File: config.mk
export PLATFORM = sky130hd
export DESIGN_NAME = lmtpc_step
export DESIGN_NICKNAME = d
export VERILOG_FILES = /design/src/rtl/lmtpc_pkg.sv /design/src/rtl/lmtpc_step.sv
export SDC_FILE = /design/constraint.sdc
export NUM_CORES = 1
export LEC_CHECK = 0
export ABC_AREA = 1
export BUFFER_PORTS_ARGS = -buffer_cell sky130_fd_sc_hd__clkbuf_2
export CAP_MARGIN = 15
export CORE_UTILIZATION = 40
export DETAILED_ROUTE_END_ITERATION = 6
export PLACE_DENSITY_LB_ADDON = 0.05
export SLEW_MARGIN = 20
export SYNTH_ARGS = -nofsm -noshare
export SYNTH_HDL_FRONTEND = slang
export SYNTH_SLANG_ARGS = --single-unit
File: constraint.sdc
create_clock -name vclk -period 3.3
set_input_delay 0.66 -clock vclk [all_inputs]
set_output_delay 0.66 -clock vclk [all_outputs]
set_load 0.01 [all_outputs]
File: src/rtl/lmtpc_pkg.sv
// Package for the LFSR memory test pattern checker.
// Holds beat structs, register indexes, command codes and reset values.
// No dependencies.
package lmtpc_pkg;

  localparam int WORD_W    = 16;
  localparam int CFG_IDX_W = 2;

  localparam logic [WORD_W-1:0] TAP_MASK_RST = 16'hB400;
  localparam logic [WORD_W-1:0] SEED_RST     = 16'h0001;

  localparam logic [CFG_IDX_W-1:0] CFG_TAP_MASK = 2'd0;
  localparam logic [CFG_IDX_W-1:0] CFG_SEED     = 2'd1;

  localparam logic CMD_GEN   = 1'b0;
  localparam logic CMD_CHECK = 1'b1;

  typedef struct packed {
    logic              cmd;
    logic              start_req;
    logic [WORD_W-1:0] read_word;
  } in_beat_t;

  typedef struct packed {
    logic [WORD_W-1:0] pattern_word;
    logic [WORD_W-1:0] write_signature;
    logic [WORD_W-1:0] read_signature;
    logic              word_matched;
    logic              signatures_equal;
  } out_beat_t;

  typedef struct packed {
    logic [WORD_W-1:0] write_lfsr;
    logic [WORD_W-1:0] check_lfsr;
  } lfsr_state_t;

endpackage

File: src/rtl/lmtpc_step.sv
// Datapath for one beat: seed reload, check fold, Galois LFSR step, result.
// Purely combinational; depends on lmtpc_pkg.
module lmtpc_step
  import lmtpc_pkg::*;
(
  input  in_beat_t          item,
  input  logic [WORD_W-1:0] tap_mask,
  input  logic [WORD_W-1:0] seed,
  input  lfsr_state_t       state,
  output lfsr_state_t       state_nxt,
  output out_beat_t         result
);

  function automatic logic [WORD_W-1:0] lfsr_advance(input logic [WORD_W-1:0] s,
                                                     input logic [WORD_W-1:0] tap);
    logic [WORD_W-1:0] shifted;
    shifted = s >> 1;
    return s[0] ? (shifted ^ tap) : shifted;
  endfunction

  logic [WORD_W-1:0] cur_write;
  logic [WORD_W-1:0] cur_check;
  logic [WORD_W-1:0] folded;

  always_comb begin
    cur_write = (item.start_req && item.cmd == CMD_GEN) ? seed : state.write_lfsr;
    cur_check = (item.start_req && item.cmd == CMD_CHECK) ? seed : state.check_lfsr;
    folded    = cur_check + (cur_check ^ item.read_word);

    state_nxt = state;
    result    = '0;
    if (item.cmd == CMD_GEN) begin
      state_nxt.write_lfsr = lfsr_advance(cur_write, tap_mask);
      result.pattern_word  = cur_write;
    end else begin
      state_nxt.check_lfsr = lfsr_advance(folded, tap_mask);
      result.pattern_word  = cur_check;
      result.word_matched  = (item.read_word == cur_check);
    end
    result.write_signature  = state_nxt.write_lfsr;
    result.read_signature   = state_nxt.check_lfsr;
    result.signatures_equal = (state_nxt.write_lfsr == state_nxt.check_lfsr);
  end

endmodule

==> reports/qor.csv <==
stage,metric,value,unit
global_route,via count of the first global-routing pass,4976,
pwr,P per Cell Area,221.6,mW/mm²
detailed_routing,wire length per cell,13.50,µm
pwr,leakage power of the design,3.706,nW
cells_and_area,sequential standard cell area,0,µm²
detailed_routing,Detailed Route WL,14880,µm
setup_path,worst setup path class,input pin to output pin,
global_route,number of antenna violations at the first check in global routing,0,
logic_synthesis,Post-synth top cells,"sky130_fd_sc_hd__nand2_1 (218), sky130_fd_sc_hd__inv_1 (113), sky130_fd_sc_hd__nand3_1 (101)",
logic_synthesis,most common cell in the synthesized netlist,sky130_fd_sc_hd__nand2_1,
placement,global placement routability congestion,0.9516,
pwr,design internal power,654.1,µW
sta,max-slew violations,0,
setup_path,Crit. End Element,output pin,
sta,"Hold Violations, Final",0,
detailed_routing,Remaining DRCs,11,
pwr,switching power summed over all nets,757.5,µW
placement,total cell area at the placement stage,0.005439,mm²
cells_and_area,Layout clock buffers,0,
detailed_routing,"antenna viol nets, final",0,
floorplan,total I/O pin count,164,
cells_and_area,fill cell total of the finished layout,780,
pwr,fraction of power consumed by combinational cells,1.000,
logic_synthesis,Area contributors post-synth,"sky130_fd_sc_hd__nand2_1 (22%), sky130_fd_sc_hd__nand3_1 (14%), sky130_fd_sc_hd__inv_1 (12%), sky130_fd_sc_hd__buf_4 (6.9%), sky130_fd_sc_hd__nor2_1 (4.9%)",
setup_path,maximum net fanout on the critical path,7,
pwr,largest vdd supply drop,0.1201,mV
logic_synthesis,mean post-synth cell area,5.150,µm²
detailed_routing,via/cell ratio,5.002,
sta,setup repair after global routing missed its margin,yes,
floorplan,Vert. Die Dim,98.01,µm
placement,HPWL after detailed placement,11910,µm
cells_and_area,Post-Layout Cell Count,1102,
setup_path,Worst Setup Start Kind,input pin,
job,maxcap violations,0,
detailed_routing,number of detailed-route iterations in the first pass,7,
detailed_routing,DRT iter0 DRCs,226,
global_route,global-route wire length before repair,22990,µm
pwr,Sw Share,0.5366,
setup_path,endpoint of the most critical setup path,result[0],
placement,number of port buffers,164,
detailed_routing,total number of vias,5512,
cells_and_area,number of antenna diodes,0,
logic_synthesis,Yosys warnings,0,
logic_synthesis,syn nets,812,
cells_and_area,post-route design area,0.006371,mm²
cells_and_area,count of flip-flops and latches,0,
logic_synthesis,synth unique cells,40,
logic_synthesis,share of the synthesized area in the top cell type,0.2219,
min_path,Hold/Removal Path Class,input pin to output pin,
logic_synthesis,number of standard cells after synthesis,716,
sta,hold slack final,1717,ps
floorplan,effective utilization at floorplan,0.4187,
placement,worst slack at placement,-511.1,ps
global_route,global-route usage over all layers,0.2891,
floorplan,die area,0.009606,mm²
pwr,clock share of power,0,
placement,number of cells in the design after placement,1084,
sta,Max-slew headroom,0.6283,
floorplan,# rows,34,
sta,final critical-path required period,3489,ps
sta,actual transition at the worst max-transition pin,553.2,ps
pwr,Tot Pwr,1.412,mW
sta,Total Neg Setup Slack,-189.2,ps
logic_synthesis,dominant cell type by area after synthesis,sky130_fd_sc_hd__nand2_1,
cells_and_area,share of final-layout standard cells stronger than drive strength 1,0.5382,
setup_path,crit path DAT,2830,ps
status,violations in the final reports,"design-rule violations, negative setup slack",
cells_and_area,number of nets in the final layout,1092,
global_route,pin count of the biggest net entering global routing,26,
sta,highest clock rate,286.6,MHz
setup_path,origin of the worst setup path,item[17],
status,run status,finished with violations,
global_route,global-route congestion overflow total,0,
pwr,sequential group share of total power,0,
sta,post-route clock period utilization,1.057,
floorplan,Core Region,0.008806,mm²
sta,"Worst Setup Slack, final",-189.2,ps
logic_synthesis,synthesized area,0.003687,mm²
cells_and_area,share of the core filled with cells,0.7235,
setup_path,data required time at the worst endpoint,2640,ps
floorplan,Die W,98.01,µm
cells_and_area,synth-to-layout area growth,72.79,%
sta,count of endpoints failing setup in the final report,1,
logic_synthesis,portion of the post-synthesis area used by sequential elements,0,
## kinds of logic after synthesis
| family | synth area share |
|---|---|
| muxes | 0.01018 |
| xor gates and xnor gates | 0.03970 |
| AOI/OAI and AO/OA | 0.1008 |
| buffers and inverters | 0.2250 |
| and+or+nand+nor | 0.5769 |
| adders and majority gates | 0.04751 |
## repair_timing
action	in CTS	in global routing
gates cloned	1	0
endpoints found under the setup margin	16	22
pin swaps	36	70
buffers inserted	11	8
resized for setup	72	131
hold buffers	0	0
## area by class of cell
cell class	instances	area, µm²	area share
Multi-Input combinational cell	549	3555	0.5579
Timing Repair Buffer	330	2242	0.3519
Inverter	115	439.2	0.06893
Tap cell	108	135.1	0.02121
## placed cells by master (no fill, tap or decap), types with 5 or more instances in the layout
| cell type | instances |
|---|---|
| sky130_fd_sc_hd__a21oi_2 | 5 |
| sky130_fd_sc_hd__buf_12 | 6 |
| sky130_fd_sc_hd__nand3_4 | 6 |
| sky130_fd_sc_hd__buf_6 | 10 |
| sky130_fd_sc_hd__nand2_2 | 72 |
| sky130_fd_sc_hd__ha_4 | 5 |
| sky130_fd_sc_hd__a21oi_1 | 10 |
| sky130_fd_sc_hd__or2_2 | 6 |
| sky130_fd_sc_hd__a31oi_1 | 5 |
| sky130_fd_sc_hd__buf_2 | 6 |
| sky130_fd_sc_hd__o21a_1 | 9 |
| sky130_fd_sc_hd__nor2_4 | 8 |
| sky130_fd_sc_hd__nand3_2 | 37 |
| sky130_fd_sc_hd__nor2_1 | 36 |
| sky130_fd_sc_hd__buf_4 | 150 |
| sky130_fd_sc_hd__nand3b_1 | 5 |
| sky130_fd_sc_hd__or2_4 | 11 |
| sky130_fd_sc_hd__inv_1 | 104 |
| sky130_fd_sc_hd__o21ai_1 | 12 |
| sky130_fd_sc_hd__nor3_1 | 11 |
| sky130_fd_sc_hd__xor2_1 | 5 |
| sky130_fd_sc_hd__nand2_4 | 14 |
| sky130_fd_sc_hd__nand3_1 | 68 |
| sky130_fd_sc_hd__nand2_1 | 159 |
| sky130_fd_sc_hd__inv_2 | 9 |
| sky130_fd_sc_hd__ha_1 | 5 |
| sky130_fd_sc_hd__xor2_2 | 5 |
| sky130_fd_sc_hd__clkbuf_2 | 155 |
| sky130_fd_sc_hd__o21ai_0 | 12 |
## worst min-delay path by stage
stage,start,to,slack (ps),cells past startpoint
6_report,state[11],state_nxt[11],1720,4
5_1_grt,state[11],result[13],1740,4
4_1_cts,state[11],state_nxt[11],1720,4
3_5_place_dp,state[11],state_nxt[11],1700,4
3_3_place_gp,state[11],state_nxt[11],1700,4
2_1_floorplan,item[15],result[1],1470,3
## critical path, cell delays in order
cell and delay [ps]:
sky130_fd_sc_hd__clkbuf_16 140, sky130_fd_sc_hd__buf_6 140, sky130_fd_sc_hd__buf_4 150, sky130_fd_sc_hd__inv_6 80, sky130_fd_sc_hd__nand2_8 60, sky130_fd_sc_hd__nand2_1 60, sky130_fd_sc_hd__and2_4 180, sky130_fd_sc_hd__buf_4 120
sky130_fd_sc_hd__buf_4 140, sky130_fd_sc_hd__a21oi_1 80, sky130_fd_sc_hd__nor3_2 310, sky130_fd_sc_hd__nand3_1 120, sky130_fd_sc_hd__nand2_1 100, sky130_fd_sc_hd__nand2_2 70, sky130_fd_sc_hd__nor2_4 100, sky130_fd_sc_hd__nand2_2 70
sky130_fd_sc_hd__nor2_2 90, sky130_fd_sc_hd__buf_2 130
## metal layers
metal  vias to the layer above  share of wire  global-route usage
met4                         0          0.019             0.03963
met3                        22          0.052            0.007874
met5                         -              0                   0
met2                       192           0.49              0.5320
li1                       2794              -                   -
met1                      2504           0.44              0.3815
## power groups by stage
stage          Clock [mW]  Combinational (mW)  Sequential [mW]
3_5_place_dp            0                1.16                0
4_1_cts                 0                1.26                0
5_1_grt                 0                1.54                0
6_report                0                1.41                0
2_1_floorplan           0               0.689                0
3_3_place_gp            0                1.14                0
No activity file was read; power rests on OpenSTA's default activity.
